## src/design/nca_pkg.sv

```systemverilog
`timescale 1ns / 1ps
// ----------------------------------------------------------------------------
// nca_pkg
// Shared sizes, codes and item types for the nearest-centroid assign chain.
// ----------------------------------------------------------------------------
package nca_pkg;

	localparam int MAX_CLUSTERS = 16;
	localparam int MAX_DIMS     = 16;
	localparam int COORD_WIDTH  = 16;

	localparam int CL_W   = $clog2(MAX_CLUSTERS);
	localparam int DIM_W  = $clog2(MAX_DIMS);
	localparam int CNT_W  = 5;
	localparam int MAG_W  = COORD_WIDTH;
	localparam int SQ_W   = 2 * MAG_W;
	localparam int DIST_W = 36;

	localparam logic KIND_LOAD  = 1'b0;
	localparam logic KIND_POINT = 1'b1;

	typedef struct packed {
		logic                          valid;
		logic                          kind;
		logic [CL_W-1:0]               cl;
		logic [DIM_W-1:0]              dim;
		logic signed [COORD_WIDTH-1:0] val;
		logic                          last;
	} tok_t;

	typedef struct packed {
		logic [CL_W-1:0]   idx;
		logic [DIST_W-1:0] dist_sq;
	} best_t;

endpackage

```

## src/design/nca_cell.sv

```systemverilog
`timescale 1ns / 1ps
// ----------------------------------------------------------------------------
// nca_cell
// One cluster cell: holds its centroid row and distance sum, squares the
// coordinate difference, accumulates, and folds its sum into the running
// minimum that walks down the chain.
// ----------------------------------------------------------------------------
module nca_cell import nca_pkg::*; (
	input  logic             clk,
	input  logic             arst_n,
	input  logic             en,
	input  logic [CL_W-1:0]  cell_id,
	input  logic [CNT_W-1:0] n_active,
	input  tok_t             tok_in,
	input  best_t            best_in,
	output tok_t             tok_out,
	output best_t            best_out
);

	logic signed [COORD_WIDTH-1:0] row_q [MAX_DIMS];

	tok_t              tok_s1, tok_s2;
	best_t             best_s1, best_s2;
	logic [SQ_W-1:0]   sq_s1;
	logic [DIST_W-1:0] acc_q;

	logic signed [COORD_WIDTH:0] diff;
	logic [COORD_WIDTH:0]        diff_neg;
	logic [MAG_W-1:0]            mag;
	logic [SQ_W-1:0]             sq;
	logic [DIST_W:0]             sum;
	logic [DIST_W-1:0]           acc_new;
	logic                        point_s1;
	logic                        part;
	logic                        take;
	best_t                       best_nx;

	// stage 1: difference and square
	always_comb begin
		diff     = {tok_in.val[COORD_WIDTH-1], tok_in.val}
		         - {row_q[tok_in.dim][COORD_WIDTH-1], row_q[tok_in.dim]};
		diff_neg = -diff;
		mag      = diff[COORD_WIDTH] ? diff_neg[MAG_W-1:0] : diff[MAG_W-1:0];
		sq       = mag * mag;
	end

	always_ff @(posedge clk) begin
		if (en && tok_in.valid && tok_in.kind == KIND_LOAD && tok_in.cl == cell_id) begin
			row_q[tok_in.dim] <= tok_in.val;
		end
	end

	always_ff @(posedge clk) begin
		if (en) begin
			sq_s1   <= sq;
			best_s1 <= best_in;
		end
	end

	always_ff @(posedge clk or negedge arst_n) begin
		if (!arst_n) begin
			tok_s1 <= '0;
		end else if (en) begin
			tok_s1 <= tok_in;
		end
	end

	// stage 2: saturating accumulate and compare
	always_comb begin
		point_s1 = tok_s1.valid && tok_s1.kind == KIND_POINT;
		sum      = {1'b0, acc_q} + {{(DIST_W + 1 - SQ_W){1'b0}}, sq_s1};
		acc_new  = sum[DIST_W] ? '1 : sum[DIST_W-1:0];
		part     = {1'b0, cell_id} < n_active;
		take     = (cell_id == '0) || (part && acc_new < best_s1.dist_sq);
		best_nx  = take ? best_t'{idx: cell_id, dist_sq: acc_new} : best_s1;
	end

	always_ff @(posedge clk or negedge arst_n) begin
		if (!arst_n) begin
			acc_q  <= '0;
			tok_s2 <= '0;
		end else if (en) begin
			tok_s2 <= tok_s1;
			if (point_s1) begin
				acc_q <= tok_s1.last ? '0 : acc_new;
			end
		end
	end

	always_ff @(posedge clk) begin
		if (en) begin
			best_s2 <= (point_s1 && tok_s1.last) ? best_nx : best_s1;
		end
	end

	assign tok_out  = tok_s2;
	assign best_out = best_s2;

endmodule

```

## config.mk

```make
export PLATFORM = sky130hd
export DESIGN_NAME = nca_cell
export DESIGN_NICKNAME = d
export VERILOG_FILES = /design/src/design/nca_pkg.sv /design/src/design/nca_cell.sv
export SDC_FILE = /design/constraint.sdc
export NUM_CORES = 1
export LEC_CHECK = 0
export BUFFER_PORTS_ARGS = -buffer_cell sky130_fd_sc_hd__buf_2
export CORE_ASPECT_RATIO = 0.8
export CORE_MARGIN = 5
export CORE_UTILIZATION = 50
export CTS_BUF_LIST = sky130_fd_sc_hd__clkbuf_8 sky130_fd_sc_hd__clkbuf_16
export DETAILED_ROUTE_END_ITERATION = 10
export GPL_TIMING_DRIVEN = 0
export HOLD_SLACK_MARGIN = 0.02
export PLACE_DENSITY = 0.75
export SETUP_SLACK_MARGIN = 0.2
export SYNTH_ARGS = -nofsm -noshare
export SYNTH_HDL_FRONTEND = slang
export SYNTH_SLANG_ARGS = --single-unit
export TNS_END_PERCENT = 10
```

## constraint.sdc

```tcl
create_clock -name clk -period 23.1 [get_ports clk]
set_input_delay 2.31 -clock clk [delete_from_list [all_inputs] [get_ports clk]]
set_output_delay 2.31 -clock clk [all_outputs]
set_load 0.1 [all_outputs]
```

## Yosys cells after proc, flatten, opt, wreduce, memory -nomap -nowiden

Memories as Yosys holds them, arrays and structs flattened.
Cells that the tools add are included.
Widths: inputs -> output; s select.

- Bits in registers: 202
- Memory bits (writable): 256
- Bits of input ports: 79
- Output and inout port bits: 67
- Logic and storage cells: 43
- Memories kept: 1

Memories:

| name | depth | bits a word | read ports | clocked after memory_dff | write ports | line | text |
|---|---|---|---|---|---|---|---|
| row_q | 16 | 16 | 1 | 0 | 1 | nca_cell.sv:20 | `logic signed [COORD_WIDTH-1:0] row_q [MAX_DIMS];` |

- $add $sub $neg: 3
- Multiply operators: 1
- Order comparisons: 2
- Equality and inequality tests: 1
- Multiplexer cells: 7
- Bitwise logic cells: 1
- Reduce and logical (&&, ||, !) cells: 9

Operators with widths:

| kind | count |
|---|---|
| $mux 40 | 2 |
| $mux 36 | 2 |
| $add 36x32->37 | 1 |
| $lt 36x36->1 | 1 |
| $mul 16x16->32 | 1 |
| $sub 16x16->17 | 1 |
| $mux 16 | 1 |
| $neg 16->16 | 1 |
| $logic_and 1x1->1 | 6 |
| $lt 4x5->1 | 1 |
| $eq 4x4->1 | 1 |
| $logic_not 4->1 | 1 |
| $mux 1 | 2 |
| $reduce_and 2->1 | 1 |
| $logic_or 1x1->1 | 1 |
| $not 1->1 | 1 |

## Longest topological paths before layout

Gate-level depths: netlist of run 1.

- Depth in word-level cells: 7
- Mapped depth: 43

## Least setup slack after synthesis of run 1

No wires, ideal clock.

- Path type: input -> register
- Start: input tok_in[17] in the netlist's numbering
- End: register sq_s1[31], data pin
- Arrival time: 12.359 ns
- Data required time: 22.842 ns
- Path slack: 10.483 ns
- Stages on the path: 37
- Buffers on the path: 6
- Cells stage by stage: clkbuf_1 clkbuf_1 buf_1 mux4_2 mux4_2 inv_1 ha_1 clkbuf_1 o21a_1 a211o_1 a32o_1 o31ai_2 clkbuf_1 o21ai_0 xor2_1 inv_1 buf_2 nand2_1 fa_1 fa_1 inv_1 fa_1 fa_1 fa_1 inv_1 fa_1 inv_1 ha_1 a21o_1 a221o_1 a2111o_1 a21oi_1 o21ai_0 nand2_1 a31oi_1 xnor2_1 xnor2_1

- Cells in the longest elaborated chain, start to end: 5

Ends and longest elaborated chain:

| element | line | text |
|---|---|---|
| from (decl) | nca_cell.sv:14 | `input tok_t tok_in,` |
| $mem_v2 16x16 * | - |  |
| $sub 16x16->17 * | nca_cell.sv:41 | `- {row_q[tok_in.dim][COORD_WIDTH-1], row_q[tok_in.dim]};` |
| $neg 16->16 | nca_cell.sv:42 | `diff_neg = -diff;` |
| $mux 16 * | nca_cell.sv:43 | `mag = diff[COORD_WIDTH] ? diff_neg[MAG_W-1:0] : diff[MAG_W-1:0];` |
| $mul 16x16->32 * | nca_cell.sv:44 | `sq = mag * mag;` |
| named net sq[31] | nca_cell.sv:30 | `logic [SQ_W-1:0] sq;` |
| to (signal assigned) | nca_cell.sv:55 | `sq_s1 <= sq;` |
| to (decl) | nca_cell.sv:24 | `logic [SQ_W-1:0] sq_s1;` |

Mark *: on every way through the listed nets, which the timed path passes. The rest lies on a longest branch.
A chain may end at the register's enable or synchronous reset.

## Final worst setup path of run 1

Ends and elaborated chain as after synthesis.

==> results of run 1 <==
## sequential cells by signal, indices dropped and copies added (netlist names)
register	flops
sq_s1	31
tok_s1	27
tok_out	27
acc_q	36
row_q	256
best_s1	40
best_out	40
## per-layer routing
layer / up-vias / global-route usage (%) / wire (um)
li1: 8089 / - / -
met1: 9117 / 30.6 / 27100
met2: 827 / 36.2 / 32100
met3: 128 / 4.76 / 5770
met4: 2 / 5.82 / 1560
met5: - / 0 / 13
## layout make-up
| class | count | share of cell area, % |
|---|---|---|
| multi-input cells | 1322 | 42.2 |
| flip-flops and latches | 457 | 42.1 |
| clock buffers | 51 | 3.84 |
| inverters | 319 | 3.80 |
| repair buffers | 160 | 3.09 |
| well taps | 750 | 2.98 |
| clock inverters | 32 | 1.21 |
| plain buffers | 58 | 0.751 |
| diodes | 1 | 0.00794 |
## worst reg2reg max path, delay by kind of cell, from the launching register on
kind	cells	cell delay, ns
adder cells (fa/ha/maj)	8	3.59
AO/OA/AOI/OAI	10	2.91
XOR/XNOR	4	1.39
AND/OR/NAND/NOR	4	0.99
multiplexers	2	0.93
buffers and inverters	6	0.75
flip-flops	1	0.40
## through the flow
stage               std cells  worst slack [ns]
finish                   3150              8.45
CTS                      3149              8.56
detailed placement       3066              8.10
global placement         3048              8.30
floorplan                2156             10.48
global route             3150              7.79
## worst paths after layout
| kind | from | to | slack, ns | cells past startpoint |
|---|---|---|---|---|
| max | tok_in[17] | sq_s1[31]$_DFFE_PP_ | 8.45 | 37 |
| min | tok_s1[23]$_DFFE_PN0P_ | tok_out[23]$_DFFE_PN0P_ | 0.50 | 1 |
| max reg2reg | row_q[13][2]$_DFFE_PP_ | sq_s1[31]$_DFFE_PP_ | 11.90 | 34 |
| min reg2reg | tok_s1[23]$_DFFE_PN0P_ | tok_out[23]$_DFFE_PN0P_ | 0.50 | 1 |
| max in group asynchronous | arst_n | tok_out[12]$_DFFE_PN0P_ | 20.76 | 2 |
| min in group asynchronous | arst_n | tok_out[26]$_DFFE_PN0P_ | 1.71 | 1 |
## kinds of logic after synthesis
logic type                 synth area share, %
AOI/OAI and AO/OA                         8.03
xor gates and xnor gates                  2.63
DFF                                       47.5
muxes                                     10.4
buffers and inverters                     5.13
and+or+nand+nor                           6.30
adders and majority gates                 20.1
## Yosys cell counts (all sizes together) (4+ instances only)
| library cell | count | area share [%] |
|---|---|---|
| edfxtp | 367 | 39 |
| inv | 318 | 4.3 |
| ha | 184 | 8.2 |
| fa | 165 | 12 |
| nand2 | 128 | 1.7 |
| nor2 | 123 | 1.7 |
| mux2 | 95 | 3.8 |
| dfrtp | 90 | 8.1 |
| mux4 | 80 | 6.4 |
| a21oi | 75 | 1.3 |
| o21ai | 56 | 1.0 |
| a21o | 53 | 1.4 |
| xnor2 | 50 | 1.6 |
| clkbuf | 41 | 0.55 |
| a22o | 35 | 1.1 |
| xor2 | 34 | 1.1 |
| nand2b | 25 | 0.56 |
| nand3 | 23 | 0.41 |
| nor3 | 22 | 0.41 |
| buf | 17 | 0.30 |
| o21a | 17 | 0.46 |
| a211oi | 13 | 0.35 |
| nand4 | 13 | 0.29 |
| nor2b | 11 | 0.25 |
| and2 | 9 | 0.20 |
| o31ai | 9 | 0.28 |
| or2 | 9 | 0.20 |
| a31oi | 8 | 0.18 |
| o21bai | 8 | 0.21 |
| o211ai | 7 | 0.19 |
| or3 | 6 | 0.13 |
| a21boi | 4 | 0.11 |
| a221o | 4 | 0.14 |
| and3 | 4 | 0.090 |
| o2111ai | 4 | 0.13 |
==> key figures, run 1 <==
Timing
  – Hold_ws: around 0.50 ns
  – Worst-margin pin slew: approximately 1.4 ns
  – Fmax: ~68 MHz
  – Endpoints failing setup: 0
  – Final hold vios: 0
  – Minimum clock period: around 15 ns
  – Tcrit/Tclk final: a little under two thirds
  – Slew Viols, Final: 0
  – Post-Route Setup TNS: 0 ns
  – Worst Skew: 0.0393 ns
  – RSZ-0062 raised after global routing: false
  – Slew HR: just under 7%

Critical path
  – Crit path DAT: 15.00 ns
  – CP peak stage delay: 0.88 ns
  – Crit-path slowest cell: xor2_1
  – Nature of the critical path endpoint: flop
  – CP max FO: 10
  – Top delay family on crit path: adder cells
  – CP required: 23.45 ns
  – Most frequent CP cell: fa_1
  – WS Path Type: input pin to flop
  – Buf/Inv on CP: 9
  – Worst Setup Start Kind: input pin

Detailed routing
  – Routed Antenna Nets: 0
  – Initial DRC count: 1882
  – Number of vias in the routed layout: 18163
  – DR vias/cell: 5.77
  – Routed len/inst: 21.1 um
  – # DRC: 0
  – Router iterations before antenna repair: 5
  – WL final: 66.5 mm

Synth
  – Register area share after synthesis: 47.5%
  – YS warnings: 0
  – Synth async-reset ratio: between 10% and 20%
  – Cell count after synthesis: 2156
  – Synthesized net count: ~2600
  – Most used DFF post-synth: edfxtp_1
  – Yosys reg bits: about 460
  – Count of cell types in the netlist: 74
  – Post-Syn Area: roughly 0.028 sq mm
  – Syn avg cell area: approximately 13 sq um
  – Number of synthesized flops with an enable pin: 367

Clock tree
  – H-tree Lvls: 2
  – Buffer depth of the longest clock path: 3
  – Clk_lat worst skew: 0.62 ns
  – Hold buffer count at cts: 0
  – CTS tree: done
  – Post-CTS Setup Bufs: 0
  – CTS clk-pin slew, worst paths: approximately 0.070 ns
  – Sink Count: 457
  – Post-CTS resize count: 0
  – CTS Buf Count: 45
  – Root buffer cell: clkbuf_16

Cells and area
  – Sequential cell area: 0.0133 sq mm
  – Area grow syn2layout: 12.7%
  – Fillers: between 4000 and 5000
  – Share of layout cells above drive strength 1: 19.3%
  – Cell area after layout: between 0.03 and 0.04 sq mm
  – Most common cell after layout, fill and taps aside: edfxtp_1
  – Util after Layout: 57.0%
  – Nets: roughly 2800
  – Most frequent cells in the layout: edfxtp_1, inv_1, ha_1, fa_1, buf_2
  – Multi-input logic area: 0.0133 sq mm

Placement
  – GP Congestion: 0.920
  – DP HPWL: 49.1 mm
  – Placed standard-cell area: approximately 0.030 sq mm
  – IO buf count: 142

Floorplan
  – Initial Utilization: 50.5%
  – Die ar.: 0.0608 sq mm
  – I/O pins: approximately 150
  – Core Region: 0.0553 sq mm
  – Die height: ~220 um
  – Die W: 274 um
  – Rows: 77

Hold path
  – HP Class: flop to flop

Global route
  – Total GRT Usage: about 22%
  – Vias in the first global route: 19201
  – GRT overflow: 0
  – Largest net degree at the start of global routing: 80
  – Number of antenna violations at the first check in global routing: 2
  – Global-route wire length before repair: roughly 110 mm

Status
  – Status: completed

Flow run
  – Max_cap viols: 0
Power of run 1 is left out: the tool's default activity adds up to more than one toggle a clock period on the data nets, which glitch-free logic cannot reach.
==> inputs of run 2 (changes only) <==
- PLACE_DENSITY: 0.75 -> 0.78
- clock period: 23.1 -> 13.4 ns (I/O delays scaled with it)
==> run 2 against run 1 <==
Net effect:
- hold slack got worse by 0.028 ns
- non-clock buffer count increased by 3
- register-to-register slack got worse by 9.7 ns
- wire length increased by 2.6%
- critical path type unchanged
- largest cell class unchanged
- critical endpoint unchanged
==> key figures, run 2 (synthesis gave the netlist of run 1 again) <==
Clock tree
  – CTS tree: done (unchanged)
  – H-tree Lvls: 2 (unchanged)
  – Sink Count: 457 (unchanged)
  – Root buffer cell: clkbuf_16 (unchanged)
  – Buffer depth of the longest clock path: 3 (unchanged)
  – CTS clk-pin slew, worst paths: 0.07 ns (about the same)
  – Clk_lat worst skew: 0.62 ns (about the same)
  – CTS Buf Count: 45 (unchanged)

Timing
  – Fmax: 79.2 MHz
  – RSZ-0062 raised after global routing: false (unchanged)
  – Slew Viols, Final: 0 (unchanged)
  – Worst-margin pin slew: 1.42 ns (was 1.39 ns)
  – Tcrit/Tclk final: 94.2%
  – Minimum clock period: ~13 ns
  – Worst Skew: 0.0514 ns (was 0.0393 ns)
  – Final WS setup: 0.771 ns (was 8.45 ns)
  – Endpoints failing setup: 0 (unchanged)
  – Slew HR: 4.50% (was 6.80%)
  – Final hold vios: 0 (unchanged)

Detailed routing
  – WL final: 68.2 mm (was 66.5 mm)
  – Routed Antenna Nets: 0 (unchanged)
  – DR vias/cell: 5.80 (was 5.77)
  – Initial DRC count: 1625 (was 1882)
  – Router iterations before antenna repair: 5 (unchanged)
  – Number of vias in the routed layout: 18308 (was 18163)
  – # DRC: 0 (unchanged)
  – Routed len/inst: 21.6 um (was 21.1 um)

Status
  – Status: completed (unchanged)

Critical path
  – CP peak stage delay: 0.59 ns (was 0.88 ns)
  – CP max FO: 10 (unchanged)
  – Most frequent CP cell: fa_1 (unchanged)
  – Worst Setup Start Kind: input pin (unchanged)
  – CP required: 13.72 ns (was 23.45 ns)
  – Crit path DAT: 12.95 ns (was 15.00 ns)
  – Nature of the critical path endpoint: flop (unchanged)
  – Buf/Inv on CP: 10 (was 9)
  – Crit-path slowest cell: xor2_2 (was xor2_1)
  – WS Path Type: input pin to flop (unchanged)
  – Top delay family on crit path: adder cells (unchanged)

Placement
  – IO buf count: 142 (unchanged)
  – Pre-CTS WS: -0.912 ns (was 8.10 ns)
  – GP Congestion: 0.924 (was 0.920)
  – DP HPWL: 50.0 mm (was 49.1 mm)
  – Placed standard-cell area: 0.0299 sq mm (about the same)

Cells and area
  – Util after Layout: 57.0% (about the same)
  – Most common cell after layout, fill and taps aside: edfxtp_1 (unchanged)
  – Most frequent cells in the layout: edfxtp_1, inv_1, ha_1, fa_1, buf_2 (unchanged)
  – Share of layout cells above drive strength 1: 20.0% (was 19.3%)
  – Max reg flops: 256 (unchanged)
  – Nets: 2794 (was 2791)
  – Biggest register: row_q (unchanged)
  – Area grow syn2layout: 12.8% (was 12.7%)
  – Cell area after layout: 0.0315 sq mm (about the same)

Global route
  – Total GRT Usage: 22.4% (was 22.2%)
  – GRT overflow: 0 (unchanged)
  – Global-route wire length before repair: 107 mm (was 106 mm)
  – Largest net degree at the start of global routing: 81 (was 80)
  – Vias in the first global route: 19258 (was 19201)
  – Number of antenna violations at the first check in global routing: 2 (unchanged)

Floorplan
  – Rows: 77 (unchanged)
  – I/O pins: 146 (unchanged)
  – Core Region: 0.0553 sq mm (unchanged)
  – Die ar.: 0.0608 sq mm (unchanged)
  – Die height: 221 um (unchanged)
  – Die W: 274 um (unchanged)
  – Initial Utilization: 50.5% (unchanged)

Hold path
  – HP Class: flop to flop (unchanged)

Flow run
  – Max_cap viols: 0 (unchanged)
-- run 2: changes by cell type in the layout (fill, tap and decap cells not counted), moves of 5 or more --
cell	change
buf_6	-9
buf_4	+6
buf_8	+6
buf_1	-5
clkinvlp_4	+5
-- run 2: worst paths after layout --
check / from / endpoint / slack, ns / cells after the start
max in group asynchronous: arst_n / acc_q[4]$_DFFE_PN0P_ / 12.00 / 2
setup reg to reg: row_q[7][2]$_DFFE_PP_ / sq_s1[31]$_DFFE_PP_ / 2.20 / 36
min in group asynchronous: arst_n / tok_s1[19]$_DFFE_PN0P_ / 0.71 / 1
hold / removal: tok_s1[1]$_DFFE_PN0P_ / tok_out[1]$_DFFE_PN0P_ / 0.47 / 1
hold reg to reg: tok_s1[1]$_DFFE_PN0P_ / tok_out[1]$_DFFE_PN0P_ / 0.47 / 1
setup / recovery: tok_in[18] / sq_s1[31]$_DFFE_PP_ / 0.77 / 39
-- run 2: cell type report --
cell class	instances	area (sq um)
well taps	750	938
clock inverters	32	289
flip-flops and latches	457	13300
fillers	4371	23800
diodes	1	2.50
repair buffers	163	1010
multi-input cells	1322	13300
inverters	319	1200
plain buffers	58	246
clock buffers	52	1230
-- run 2: repair_timing --
action                                  4_1_cts  5_1_grt
endpoints found under the setup margin        8        7
gates resized for setup                       4       17
setup buffers                                 0        3
hold buffers                                  0        0
pin swaps                                     0        1
-- run 2: stage by stage --
step,hold slack [ns],cells,TNS (ns)
final,0.473,3154,0
after global routing,0.518,3154,0
after CTS,0.488,3150,0
after detailed placement,0.493,3066,-6.53
after global placement,0.482,3048,-2.81
after floorplan,0.475,2156,0
-- run 2: metal layers --
| layer | track usage (%) | part of all wire (%) | vias to the layer above |
|---|---|---|---|
| met5 | 0 | 0 | - |
| li1 | - | - | 8076 |
| met2 | 37.2 | 49 | 838 |
| met3 | 5.40 | 8.8 | 144 |
| met4 | 5.74 | 2.6 | 0 |
| met1 | 29.8 | 40 | 9250 |
Power of run 2 is left out for the same reason.
